===== src/sv/go_back_n_packet_receiver_core_macros.svh =====
// Assertion helpers for the go-back-N receiver.
// Both expect clk and rst_n in scope at the point of use.
`ifndef GO_BACK_N_PACKET_RECEIVER_CORE_MACROS_SVH
`define GO_BACK_N_PACKET_RECEIVER_CORE_MACROS_SVH

// Consequent checked in the same cycle.
`define GBNR_ASSERT_NOW(label, ante, cons, msg) \
  label: assert property (@(posedge clk) disable iff (!rst_n) (ante) |-> (cons)) \
    else $error(msg);

// Consequent checked in the next cycle.
`define GBNR_ASSERT_NEXT(label, ante, cons, msg) \
  label: assert property (@(posedge clk) disable iff (!rst_n) (ante) |=> (cons)) \
    else $error(msg);

`endif


===== src/sv/gbnr_pkg.sv =====
// ----------------------------------------------------------------------------
// gbnr_pkg
// Types and fixed constants of the go-back-N packet receiver.
// ----------------------------------------------------------------------------
package gbnr_pkg;

  localparam int HEADER_BYTES = 6;

  // header byte positions
  localparam int POS_CHK_LO = 1;
  localparam int POS_LEN    = 2;
  localparam int POS_SEQ_HI = 3;

  localparam int SEQ_W = 24;
  localparam int ACK_W = SEQ_W + 1;

  typedef enum logic [2:0] {
    S_RECV,
    S_CHECK,
    S_PAY_RD,
    S_PAY_WR,
    S_ACK
  } state_t;

  typedef enum logic {
    KIND_PAYLOAD = 1'b0,
    KIND_ACK     = 1'b1
  } kind_t;

endpackage


===== src/sv/gbnr_ram.sv =====
// ----------------------------------------------------------------------------
// gbnr_ram
// Generic single-write, single-read RAM with a registered read port.
// ----------------------------------------------------------------------------
module gbnr_ram #(
  parameter int WIDTH = 8,
  parameter int DEPTH = 58
) (
  input  logic                     clk,
  input  logic                     we,
  input  logic [$clog2(DEPTH)-1:0] waddr,
  input  logic [WIDTH-1:0]         wdata,
  input  logic                     re,
  input  logic [$clog2(DEPTH)-1:0] raddr,
  output logic [WIDTH-1:0]         rdata
);

  logic [WIDTH-1:0] mem [DEPTH];
  logic [WIDTH-1:0] rdata_r;

  always_ff @(posedge clk) begin
    if (we) begin
      mem[waddr] <= wdata;
    end
    if (re) begin
      rdata_r <= mem[raddr];
    end
  end

  assign rdata = rdata_r;

endmodule


===== src/sv/go_back_n_packet_receiver_core.sv =====
// ----------------------------------------------------------------------------
// go_back_n_packet_receiver_core
// Go-back-N receiver for fixed-size packets arriving one byte per item.
// ----------------------------------------------------------------------------
// Input channel (in_valid / in_stall / in_byte): one packet byte per item,
// PACKET_BYTES bytes per packet: checksum high, checksum low, length,
// 24-bit sequence number, then payload. Bytes are taken one per cycle while in_stall is low.
// Payload bytes go into a RAM as they arrive; the checksum is folded on the fly.
// Result channel (out_valid / out_stall / out_*): after the last byte of a
// packet the block checks it (S_CHECK), then, for an in-order packet
// with a good checksum, sends each payload byte (out_kind 0) and finally one
// acknowledgement (out_kind 1, out_last 1). Any other packet gives only the
// acknowledgement of the last in-order number, or -1 if none yet.
// Each payload byte is first read from the RAM (S_PAY_RD), then loaded into
// the output register (S_PAY_WR). in_stall is high from the last byte until
// the ack loads. A stalled result holds in the output register; the run
// waits behind it.
// Reset (rst_n low, synchronous) clears the byte position, checksum state and
// the expected sequence number. The payload RAM needs no clearing.
// ----------------------------------------------------------------------------
`include "go_back_n_packet_receiver_core_macros.svh"

module go_back_n_packet_receiver_core #(
  parameter int PACKET_BYTES = 64
) (
  input  logic                     clk,
  input  logic                     rst_n,
  input  logic                     in_valid,
  output logic                     in_stall,
  input  logic [7:0]               in_byte,
  output logic                     out_valid,
  input  logic                     out_stall,
  output logic                     out_kind,
  output logic [7:0]               out_data,
  output logic signed [gbnr_pkg::ACK_W-1:0] out_ack_number,
  output logic                     out_last
);

  import gbnr_pkg::*;

  localparam int PAY_MAX = PACKET_BYTES - HEADER_BYTES;
  localparam int PW      = $clog2(PACKET_BYTES);
  localparam int AW      = $clog2(PAY_MAX);
  localparam int CW      = $clog2(PAY_MAX + 1);

  localparam logic [PW-1:0] POS_LAST  = PW'(PACKET_BYTES - 1);
  localparam logic [PW-1:0] POS_HDR   = PW'(HEADER_BYTES);
  localparam logic [7:0]    PAY_MAX_B = 8'(PAY_MAX);

  function automatic logic [15:0] fold_add(input logic [15:0] a, input logic [15:0] b);
    logic [16:0] s;
    s = {1'b0, a} + {1'b0, b};
    return s[15:0] + {15'd0, s[16]};
  endfunction

  state_t            state_r, state_nxt;
  logic [PW-1:0]     pos_r, pos_nxt;
  logic [15:0]       sum_r, sum_nxt;
  logic [7:0]        pend_r, pend_nxt;
  logic [15:0]       chk_r, chk_nxt;
  logic [7:0]        len_r, len_nxt;
  logic [SEQ_W-1:0]  recv_r, recv_nxt;
  logic [SEQ_W-1:0]  exp_r, exp_nxt;
  logic              good_r, good_nxt;
  logic [CW-1:0]     cnt_r, cnt_nxt;
  logic [AW-1:0]     idx_r, idx_nxt;

  logic              out_valid_r, out_valid_nxt;
  logic              out_kind_r, out_kind_nxt;
  logic [7:0]        out_data_r, out_data_nxt;
  logic [ACK_W-1:0]  out_ack_r, out_ack_nxt;
  logic              out_last_r, out_last_nxt;

  logic              in_acc;
  logic              out_free;
  logic [15:0]       addend;
  logic [7:0]        len_clamp;

  logic              ram_we;
  logic [AW-1:0]     ram_waddr;
  logic              ram_re;
  logic [7:0]        ram_rdata;

  assign in_stall = (state_r != S_RECV);
  assign in_acc   = in_valid && !in_stall;
  assign out_free = !out_valid_r || !out_stall;

  // pair the pending even byte with the odd byte; a lone last byte adds alone
  assign addend = pos_r[0] ? {in_byte, pend_r} : {8'd0, in_byte};

  always_comb begin
    if (len_r[7]) begin
      len_clamp = 8'd0;
    end else if (len_r > PAY_MAX_B) begin
      len_clamp = PAY_MAX_B;
    end else begin
      len_clamp = len_r;
    end
  end

  assign ram_we    = in_acc && (pos_r >= POS_HDR);
  assign ram_waddr = AW'(pos_r - POS_HDR);
  assign ram_re    = (state_r == S_PAY_RD);

  gbnr_ram #(
    .WIDTH (8),
    .DEPTH (PAY_MAX)
  ) u_payload_ram (
    .clk   (clk),
    .we    (ram_we),
    .waddr (ram_waddr),
    .wdata (in_byte),
    .re    (ram_re),
    .raddr (idx_r),
    .rdata (ram_rdata)
  );

  always_comb begin
    state_nxt     = state_r;
    pos_nxt       = pos_r;
    sum_nxt       = sum_r;
    pend_nxt      = pend_r;
    chk_nxt       = chk_r;
    len_nxt       = len_r;
    recv_nxt      = recv_r;
    exp_nxt       = exp_r;
    good_nxt      = good_r;
    cnt_nxt       = cnt_r;
    idx_nxt       = idx_r;
    out_valid_nxt = out_valid_r && out_stall;
    out_kind_nxt  = out_kind_r;
    out_data_nxt  = out_data_r;
    out_ack_nxt   = out_ack_r;
    out_last_nxt  = out_last_r;

    unique case (state_r)
      S_RECV: begin
        if (in_acc) begin
          if (pos_r == '0) begin
            chk_nxt = {in_byte, 8'd0};
            sum_nxt = 16'd0;
          end else if (pos_r == PW'(POS_CHK_LO)) begin
            chk_nxt = {chk_r[15:8], in_byte};
          end else begin
            if (pos_r == PW'(POS_LEN)) begin
              len_nxt = in_byte;
            end else if (pos_r == PW'(POS_SEQ_HI)) begin
              recv_nxt = {16'd0, in_byte};
            end else if (pos_r < POS_HDR) begin
              recv_nxt = {recv_r[15:0], in_byte};
            end
            if (!pos_r[0]) begin
              pend_nxt = in_byte;
            end
            if (pos_r[0] || pos_r == POS_LAST) begin
              sum_nxt = fold_add(sum_r, addend);
            end
          end
          if (pos_r == POS_LAST) begin
            pos_nxt   = '0;
            state_nxt = S_CHECK;
          end else begin
            pos_nxt = pos_r + 1'b1;
          end
        end
      end
      S_CHECK: begin
        good_nxt = (sum_r == ~chk_r) && (recv_r == exp_r);
        cnt_nxt  = CW'(len_clamp);
        idx_nxt  = '0;
        if ((sum_r == ~chk_r) && (recv_r == exp_r) && (len_clamp != 8'd0)) begin
          state_nxt = S_PAY_RD;
        end else begin
          state_nxt = S_ACK;
        end
      end
      S_PAY_RD: begin
        state_nxt = S_PAY_WR;
      end
      S_PAY_WR: begin
        if (out_free) begin
          out_valid_nxt = 1'b1;
          out_kind_nxt  = KIND_PAYLOAD;
          out_data_nxt  = ram_rdata;
          out_ack_nxt   = '0;
          out_last_nxt  = 1'b0;
          cnt_nxt       = cnt_r - 1'b1;
          idx_nxt       = idx_r + 1'b1;
          state_nxt     = (cnt_r == CW'(1)) ? S_ACK : S_PAY_RD;
        end
      end
      S_ACK: begin
        if (out_free) begin
          out_valid_nxt = 1'b1;
          out_kind_nxt  = KIND_ACK;
          out_data_nxt  = 8'd0;
          out_last_nxt  = 1'b1;
          if (good_r) begin
            out_ack_nxt = {1'b0, exp_r};
            exp_nxt     = exp_r + 1'b1;
          end else if (exp_r == '0) begin
            out_ack_nxt = '1;
          end else begin
            out_ack_nxt = {1'b0, exp_r - 1'b1};
          end
          state_nxt = S_RECV;
        end
      end
      default: begin
        state_nxt = S_RECV;
      end
    endcase
  end

  always_ff @(posedge clk) begin
    if (!rst_n) begin
      state_r     <= S_RECV;
      pos_r       <= '0;
      sum_r       <= '0;
      pend_r      <= '0;
      chk_r       <= '0;
      len_r       <= '0;
      recv_r      <= '0;
      exp_r       <= '0;
      good_r      <= 1'b0;
      cnt_r       <= '0;
      idx_r       <= '0;
      out_valid_r <= 1'b0;
    end else begin
      state_r     <= state_nxt;
      pos_r       <= pos_nxt;
      sum_r       <= sum_nxt;
      pend_r      <= pend_nxt;
      chk_r       <= chk_nxt;
      len_r       <= len_nxt;
      recv_r      <= recv_nxt;
      exp_r       <= exp_nxt;
      good_r      <= good_nxt;
      cnt_r       <= cnt_nxt;
      idx_r       <= idx_nxt;
      out_valid_r <= out_valid_nxt;
    end
  end

  always_ff @(posedge clk) begin
    out_kind_r <= out_kind_nxt;
    out_data_r <= out_data_nxt;
    out_ack_r  <= out_ack_nxt;
    out_last_r <= out_last_nxt;
  end

  assign out_valid      = out_valid_r;
  assign out_kind       = out_kind_r;
  assign out_data       = out_data_r;
  assign out_ack_number = out_ack_r;
  assign out_last       = out_last_r;

  `GBNR_ASSERT_NEXT(a_last_byte_checks, in_acc && (pos_r == POS_LAST),
    (state_r == S_CHECK) && (pos_r == '0), "last byte did not start the packet check")

  `GBNR_ASSERT_NEXT(a_ack_advances, (state_r == S_ACK) && out_free && good_r,
    exp_r == SEQ_W'($past(exp_r) + 1'b1), "expected number did not advance on ack")

  `GBNR_ASSERT_NOW(a_run_in_range, (state_r == S_PAY_RD) || (state_r == S_PAY_WR),
    (cnt_r != '0) && (cnt_r <= CW'(PAY_MAX)) && good_r, "payload run count out of range")

endmodule

===== config.mk =====
export PLATFORM = sky130hd
export DESIGN_NAME = go_back_n_packet_receiver_core
export DESIGN_NICKNAME = d
export VERILOG_FILES = /design/src/sv/gbnr_pkg.sv /design/src/sv/gbnr_ram.sv /design/src/sv/go_back_n_packet_receiver_core.sv
export VERILOG_INCLUDE_DIRS = /design/src /design/src/sv
export SDC_FILE = /design/constraint.sdc
export NUM_CORES = 1
export LEC_CHECK = 0
export BUFFER_PORTS_ARGS = -buffer_cell sky130_fd_sc_hd__buf_2
export CELL_PAD_IN_SITES_DETAIL_PLACEMENT = 1
export CELL_PAD_IN_SITES_GLOBAL_PLACEMENT = 1
export CORE_MARGIN = 2
export CORE_UTILIZATION = 25
export CTS_CLUSTER_SIZE = 12
export DETAILED_ROUTE_END_ITERATION = 10
export PLACE_DENSITY_LB_ADDON = 0.12
export SLEW_MARGIN = 5
export SYNTH_ARGS = -nofsm -noshare
export SYNTH_HDL_FRONTEND = slang
export SYNTH_SLANG_ARGS = --single-unit

===== constraint.sdc =====
create_clock -name clk -period 5.8 [get_ports clk]
set_clock_uncertainty 0.1 [all_clocks]
set_input_delay 1.16 -clock clk [delete_from_list [all_inputs] [get_ports clk]]
set_output_delay 1.16 -clock clk [all_outputs]
set_load 0.005 [all_outputs]

==> results of run 1 <==
## kinds of logic after synthesis
kind of cell,Yosys count,synth area share
compound gates,196,0.0489
simple gates,474,0.0896
xor+xnor,116,0.0379
flops,625,0.656
buf+inv,125,0.0203
mux,177,0.134
fa+ha+maj,29,0.0138
## through the flow
step,area [um2],setup WS [ns]
after floorplan,26800,1.28
after global placement,28700,0.694
after detailed placement,28700,0.690
after CTS,31100,1.16
after global routing,31100,0.880
final,31100,1.25
## synth_stat cells, drive strengths merged (5+ instances only)
cell type,number
nand2b,8
a21oi,30
a22oi,15
inv,19
mux4,144
nor3b,6
buf,34
o211ai,5
nor2b,59
mux2,8
or3,11
nand4,20
ha,28
a211oi,9
edfxtp,506
xor2,49
nand2,114
o21a,6
a21boi,48
xnor2,67
and3,9
dfxtp,119
mux2i,25
nor4,24
nor2,113
nor3,19
and2,31
clkbuf,72
nand3,51
o21ai,49
## flip-flops by register name (all words and copies together), names as in the netlist, 3 cells and up
signal	flops
u_payload_ram.rdata	8
recv_r	24
pos_r	6
out_data	8
sum_r	16
exp_r	24
cnt_r	6
state_r	3
u_payload_ram.mem	464
out_ack_number	25
pend_r	8
idx_r	6
chk_r	16
len_r	8
## report_power, final
group	switching (mW)	internal, mW	total [mW]
combinational	0.206	0.0820	0.288
sequential	0.0187	4.85	4.87
clock	1.93	2.67	4.60
## worst max-delay path: stages, from the launching register on
cell,delay (ns)
dfxtp_1,0.65
buf_4,0.33
mux2_2,0.38
ha_1,0.36
nand4_1,0.15
o211ai_1,0.33
nand3_1,0.13
nand2_1,0.11
a21oi_1,0.07
o21bai_1,0.14
a21o_1,0.18
ha_1,0.17
and3_1,0.24
nand4_1,0.28
or3_1,0.45
xnor2_1,0.15
a22oi_1,0.15
nor2b_1,0.07
## worst min path at each step
stage                                  startpoint                      end  slack (ns)
after detailed placement   chk_r[12]$_SDFFE_PN0P_   chk_r[12]$_SDFFE_PN0P_        0.37
final                     recv_r[18]$_SDFFE_PN0P_  recv_r[18]$_SDFFE_PN0P_        0.38
after global routing        chk_r[8]$_SDFFE_PN0P_    chk_r[8]$_SDFFE_PN0P_        0.41
after floorplan           recv_r[23]$_SDFFE_PN0P_  recv_r[23]$_SDFFE_PN0P_        0.35
after CTS                  chk_r[12]$_SDFFE_PN0P_   chk_r[12]$_SDFFE_PN0P_        0.38
after global placement    recv_r[19]$_SDFFE_PN0P_  recv_r[19]$_SDFFE_PN0P_        0.36
## per-layer routing
layer / share of wire / GRT usage / wire length (um)
met1: 0.48 / 0.204 / 37800
met2: 0.46 / 0.227 / 36600
met3: 0.033 / 0.0227 / 2620
met4: 0.025 / 0.0394 / 2000
met5: 0 / 0 / 0
## cell type report
class	instances	area share
clock inverter	41	0.0132
clock buffer	97	0.0641
sequential	625	0.566
timing repair buffer	80	0.0172
inverter	19	0.00230
antenna	1	0.0000806
multi-input combinational	992	0.280
tap	1403	0.0565
==> metrics.log, run 1 <==
[metrics] worst min-delay path category: flip-flop to flip-flop
[metrics] total count of max-transition violations in the final report: 0
[metrics] vias after detailed routing: 15.0k
[metrics] Fill cells: 11.1k
[metrics] synth warn: 0
[metrics] launch point of the worst path: pos_r[0]$_SDFFE_PN0P_
[metrics] post-detailed-placement half-perimeter wirelength: between 50000 and 60000 um
[metrics] Worst Hold Slack: between 0.3 and 0.4 ns
[metrics] most used flip-flop cell after synthesis: edfxtp_1
[metrics] TritonCTS clock tree: built
[metrics] storage element area: 17600 um2
[metrics] H-tree depth: 3
[metrics] global-route total usage across every layer: 0.144
[metrics] total number of clock tree sinks: ~630
[metrics] footprint of the multi-input gates: 8710 um2
[metrics] # placed instances: between 3k and 4k
[metrics] largest driver fanout on the critical path: 16
[metrics] overflow left after global routing: 0
[metrics] areal power density over the cells: about 310 nW/um2
[metrics] number of buffers created by CTS: between 70 and 80
[metrics] number of instances on the worst hold path: 2
[metrics] worst setup path endpoint: sum_r[8]$_SDFFE_PN0P_
[metrics] endpoints failing hold: 0
[metrics] most frequent standard cell in the layout excluding fill and tap cells: edfxtp_1
[metrics] overall power consumption: just under 10 mW
[metrics] antenna violations before repair: 8
[metrics] Reg2Reg Launch Point: pos_r[0]$_SDFFE_PN0P_
[metrics] length in cells of the worst reg-to-reg path: 17
[metrics] data arrival time of the critical path: between 4 and 5 ns
[metrics] largest net degree at the start of global routing: roughly 90
[metrics] Net count, final: 1834
[metrics] setup TNS: 0 ns
[metrics] biggest area consumer among synthesized cells: edfxtp_1
[metrics] iteration-0 DRC count of the detailed router: just over 800
[metrics] Avg Inst Size Synth: 15.4 um2
[metrics] I/O Buffers: between 40 and 50
[metrics] total setup violations reported at the end of the flow: 0
[metrics] effective utilization at floorplan: 0.251
[metrics] clock-pin transition on the worst setup and hold timing paths: roughly 0.06 ns
[metrics] global-route wire length before repair: about 120000 um
[metrics] Startpoint Class: flip-flop
[metrics] portion of the post-synthesis area used by sequential elements: 0.656
[metrics] Final Routed Wirelength: 79100 um
[metrics] max_cap viols: 0
[metrics] outcome: finished, final reports clean
[metrics] cells resized by post-CTS repair: 0
[metrics] number of buffers inserted by hold repair at cts: 0
[metrics] end-of-flow core utilization: 0.291
[metrics] Core Region: 107000 um2
[metrics] Cell Count, Final, Fillers Out: 3258
[metrics] CTS root buf: clkbuf_16
[metrics] number of distinct library cell variants in the gate-level netlist after synthesis: 68
[metrics] Antenna Nets Post-Route: 0
[metrics] fraction of final layout cells with drive strength greater than 1: 0.194
[metrics] vias in the first global route: 15.8k
[metrics] type of destination of the critical path: flip-flop
[metrics] number of DRC violations after detailed routing: 0
[metrics] Post-Syn Nets: between 1.5k and 2k
[metrics] number of I/O pins: 49
[metrics] required time of the critical path: 6.22 ns
[metrics] setup repair after global routing missed its margin: false
[metrics] minimum period implied by the final worst setup slack: 4.55 ns
[metrics] Worst slew margin: 0.156
[metrics] fmax: around 220 MHz
[metrics] worst-case vdd ir drop: just under 0.0002 V
[metrics] number of enable flip-flop cells after synthesis: between 500 and 600
[metrics] Area Growth Syn to Fin: 15.9%
[metrics] proportion of netlist area held by the largest area contributor: 0.567
[metrics] number of standard cells after synthesis: between 1.5k and 2k
[metrics] routed length per placed instance: roughly 24 um
[metrics] Via density: roughly 4.6
[metrics] number of register bits inferred by synthesis: between 600 and 700
[metrics] area of the die: approximately 110000 um2
[metrics] worst-margin pin slew: ~1.3 ns
[metrics] standby leakage power: 9.70 nW
[metrics] post-synthesis instance area: about 27000 um2
[metrics] Max Root-Sink Buffers: 3
[metrics] share of the clock period used by the worst path: 0.784
[metrics] number of optimization iterations in the first detailed-route pass: 7
[metrics] floorplan die width: about 330 um
[metrics] reg-to-reg setup timing slack: roughly 1.3 ns
[metrics] Die Height: around 330 um
[metrics] end of the worst register-to-register path: sum_r[8]$_SDFFE_PN0P_
[metrics] clk_lat worst skew: 0.64 ns
[metrics] num rows: 120
[metrics] most used cells in the layout excluding fill and tap cells: 506 x edfxtp_1, 144 x mux4_2, 115 x dfxtp_1
[metrics] worst setup path category: flip-flop to flip-flop
[metrics] GPL Wtd Cong: around 0.75
[metrics] Post-CTS Setup Bufs: 0
[metrics] async set-or-reset flop fraction in the synthesized netlist: 0
[metrics] top post-synthesis cells by area: edfxtp_1 57%, mux4_2 12%, dfxtp_1 8.9%, xnor2_1 2.2%, xor2_1 1.6%
No activity file was read; power rests on OpenSTA's default activity.
==> run 2: changes to the inputs <==
Clock period 5.8 ns to 4.5 ns, I/O delays scaled along.
==> metrics.log, run 2 (synthesized netlist as in run 1, its figures left out) <==
[metrics] vias in the first global route: 16.3k (was 15.8k)
[metrics] clock-pin transition on the worst setup and hold timing paths: 0.06 ns (about the same)
[metrics] hold path endpoint: recv_r[18]$_SDFFE_PN0P_ (unchanged)
[metrics] overflow left after global routing: 0 (unchanged)
[metrics] Die Height: 331 um (unchanged)
[metrics] H-tree depth: 3 (unchanged)
[metrics] data arrival time of the critical path: 4.48 ns (was 4.97 ns)
[metrics] Net count, final: 1903 (was 1834)
[metrics] global-route wire length before repair: 118000 um (was 115000 um)
[metrics] outcome: finished, final reports clean (unchanged)
[metrics] CTS root buf: clkbuf_16 (unchanged)
[metrics] number of instances on the worst hold path: 2 (unchanged)
[metrics] vias after detailed routing: 15.3k (was 15.0k)
[metrics] antenna violations before repair: 4 (was 8)
[metrics] number of DRC violations after detailed routing: 0 (unchanged)
[metrics] cells resized by post-CTS repair: 0 (unchanged)
[metrics] reg-to-reg setup timing slack: 0.50 ns (was 1.25 ns)
[metrics] number of buffers inserted by hold repair at cts: 0 (unchanged)
[metrics] Slowest cell on crit path: fa_1 (was dfxtp_1)
[metrics] number of buffers created by CTS: 77 (was 75)
[metrics] areal power density over the cells: 403 nW/um2 (was 314 nW/um2)
[metrics] Worst slew margin: 0.239 (was 0.156)
[metrics] effective utilization at floorplan: 0.251 (unchanged)
[metrics] setup repair after global routing missed its margin: false (unchanged)
[metrics] floorplan die width: 331 um (unchanged)
[metrics] Cell Count, Final, Fillers Out: 3328 (was 3258)
[metrics] end of the worst register-to-register path: sum_r[8]$_SDFFE_PN0P_ (unchanged)
[metrics] TritonCTS clock tree: built (unchanged)
[metrics] type of destination of the critical path: flip-flop (unchanged)
[metrics] most repeated library cell on the critical path: a21o_1
[metrics] routed length per placed instance: 24.1 um (was 24.3 um)
[metrics] required time of the critical path: 4.98 ns (was 6.22 ns)
[metrics] number of optimization iterations in the first detailed-route pass: 5 (was 7)
[metrics] most frequent standard cell in the layout excluding fill and tap cells: edfxtp_1 (unchanged)
[metrics] beginning of the worst hold path: recv_r[18]$_SDFFE_PN0P_ (unchanged)
[metrics] buffers plus inverters on the worst setup path: 1 (unchanged)
[metrics] clk_lat worst skew: 0.65 ns (was 0.64 ns)
[metrics] worst-path cell chain: buf_4 > mux2_2 > fa_1 > a21o_1 > a221oi_2 > o211ai_1 > nand3_1 > nand2_1 > a21oi_1 > o21bai_1 > a21o_1 > ha_1 > and3_1 > nand4_1 > or3_1 > xnor2_1 > a22oi_1 > nor2b_1 (was buf_4 > mux2_2 > ha_1 > nand4_1 > o211ai_1 > nand3_1 > nand2_1 > a21oi_1 > o21bai_1 > a21o_1 > ha_1 > and3_1 > nand4_1 > or3_1 > xnor2_1 > a22oi_1 > nor2b_1)
[metrics] worst path setup slack after routing: 0.505 ns (was 1.25 ns)
[metrics] Startpoint Class: flip-flop (unchanged)
[metrics] area of the die: 110000 um2 (unchanged)
[metrics] num rows: 120 (unchanged)
[metrics] Reg2Reg Launch Point: pos_r[0]$_SDFFE_PN0P_ (unchanged)
[metrics] length in cells of the worst reg-to-reg path: 18 (was 17)
[metrics] Via density: 4.61 (about the same)
[metrics] # placed instances: 3186 (was 3119)
[metrics] iteration-0 DRC count of the detailed router: 912 (was 807)
[metrics] total number of clock tree sinks: 625 (unchanged)
[metrics] Area Growth Syn to Fin: 18.0% (was 15.9%)
[metrics] total setup violations reported at the end of the flow: 0 (unchanged)
[metrics] Antenna Nets Post-Route: 0 (unchanged)
[metrics] post-detailed-placement half-perimeter wirelength: 53300 um (was 51700 um)
[metrics] Fill cells: 11.2k (was 11.1k)
[metrics] max FFs per register: 464 (unchanged)
[metrics] pre-CTS worst setup slack: -0.0611 ns (was 0.690 ns)
[metrics] Post-CTS Setup Bufs: 0 (unchanged)
[metrics] I/O Buffers: 48 (unchanged)
[metrics] worst min-delay path category: flip-flop to flip-flop (unchanged)
[metrics] Max Root-Sink Buffers: 3 (unchanged)
[metrics] share of the clock period used by the worst path: 0.888 (was 0.784)
[metrics] fmax: 250 MHz (was 220 MHz)
[metrics] total count of max-transition violations in the final report: 0 (unchanged)
[metrics] Core Region: 107000 um2 (unchanged)
[metrics] minimum period implied by the final worst setup slack: 4.00 ns (was 4.55 ns)
[metrics] fraction of final layout cells with drive strength greater than 1: 0.219 (was 0.194)
[metrics] Largest stage delay, worst path: 0.42 ns (was 0.65 ns)
[metrics] Top delay family on crit path: compound AO/OA/AOI/OAI gates (was simple AND/OR/NAND/NOR gates)
[metrics] largest driver fanout on the critical path: 8 (was 16)
[metrics] worst-case vdd ir drop: 0.000282 V (was 0.000195 V)
[metrics] GPL Wtd Cong: 0.735 (was 0.745)
[metrics] Largest Register: u_payload_ram.mem (unchanged)
[metrics] most used cells in the layout excluding fill and tap cells: 506 x edfxtp_1, 144 x mux4_2, 115 x dfxtp_1 (unchanged)
[metrics] standby leakage power: 10.1 nW (was 9.70 nW)
[metrics] Antenna diodes: 0 (was 1)
[metrics] endpoints failing hold: 0 (unchanged)
[metrics] max_cap viols: 0 (unchanged)
[metrics] global-route total usage across every layer: 0.147 (was 0.144)
[metrics] Final Routed Wirelength: 80300 um (was 79100 um)
[metrics] worst setup path category: flip-flop to flip-flop (unchanged)
[metrics] worst-margin pin slew: 1.14 ns (was 1.26 ns)
[metrics] number of I/O pins: 49 (unchanged)
[metrics] largest net degree at the start of global routing: 90 (was 88)
==> run 2: changes by cell type in the layout (fill, tap and decap cells not counted), sizes merged <==
| cell | before | now |
|---|---|---|
| clkbuf | 97 | 108 |
| diode | 1 | 0 |
| buf | 80 | 147 |
| inv | 22 | 20 |
| clkinv | 32 | 27 |
==> run 2: metal layers <==
layer | part of all wire | GRT usage | up-vias | wire length, um
li1 | - | - | 6920 | -
met1 | 0.49 | 0.209 | 8095 | 39100
met2 | 0.46 | 0.233 | 222 | 37200
met3 | 0.028 | 0.0202 | 108 | 2260
met4 | 0.021 | 0.0431 | 0 | 1720
met5 | 0 | 0 | - | 0
==> run 2: worst min-delay path: stages (launching register included) <==
cell and delay [ns]:
dfxtp_1 0.32, nand2_1 0.05, a21boi_0 0.06
==> run 2: how the worst max path moves through the flow <==
stage | start | endpoint | slack [ns] | depth (start not counted)
after global placement | in_byte[0] | sum_r[8]$_SDFFE_PN0P_ | -0.09 | 19
final | pos_r[0]$_SDFFE_PN0P_ | sum_r[8]$_SDFFE_PN0P_ | 0.50 | 18
after CTS | pos_r[0]$_SDFFE_PN0P_ | sum_r[8]$_SDFFE_PN0P_ | 0.46 | 18
after global routing | pos_r[0]$_SDFFE_PN0P_ | sum_r[11]$_SDFFE_PN0P_ | 0.13 | 18
after floorplan | pos_r[0]$_SDFFE_PN0P_ | sum_r[8]$_SDFFE_PN0P_ | 0.13 | 20
after detailed placement | in_byte[0] | sum_r[8]$_SDFFE_PN0P_ | -0.06 | 19
==> run 2: area by class of cell <==
type                    instances  area [um2]  area share
multi-input cells             992        8690       0.275
repair buffers                147        1060      0.0335
clock inverters                34         353      0.0112
inverters                      19        71.3     0.00226
flip-flops and latches        625       17600       0.556
well taps                    1403        1760      0.0555
clock buffers                 108        2100      0.0665
==> run 2: power by group <==
group          total [mW]  switching, mW  internal, mW
Combinational       0.402          0.279         0.124
Sequential           6.28         0.0224          6.26
Clock                6.06           2.50          3.57
Total                12.7           2.80          9.95
==> run 2: per-stage QoR <==
stage / util / power (mW) / area [um2] / hold slack (ns) / TNS (ns)
after global placement: 0.273 / 6.80 / 29200 / 0.362 / -0.307
after global routing: 0.296 / 13.2 / 31600 / 0.403 / 0
after detailed placement: 0.273 / 6.81 / 29200 / 0.370 / -0.157
final: 0.296 / 12.7 / 31600 / 0.376 / 0
after floorplan: - / 6.59 / 26800 / 0.353 / 0
after CTS: 0.296 / 13.0 / 31600 / 0.378 / 0
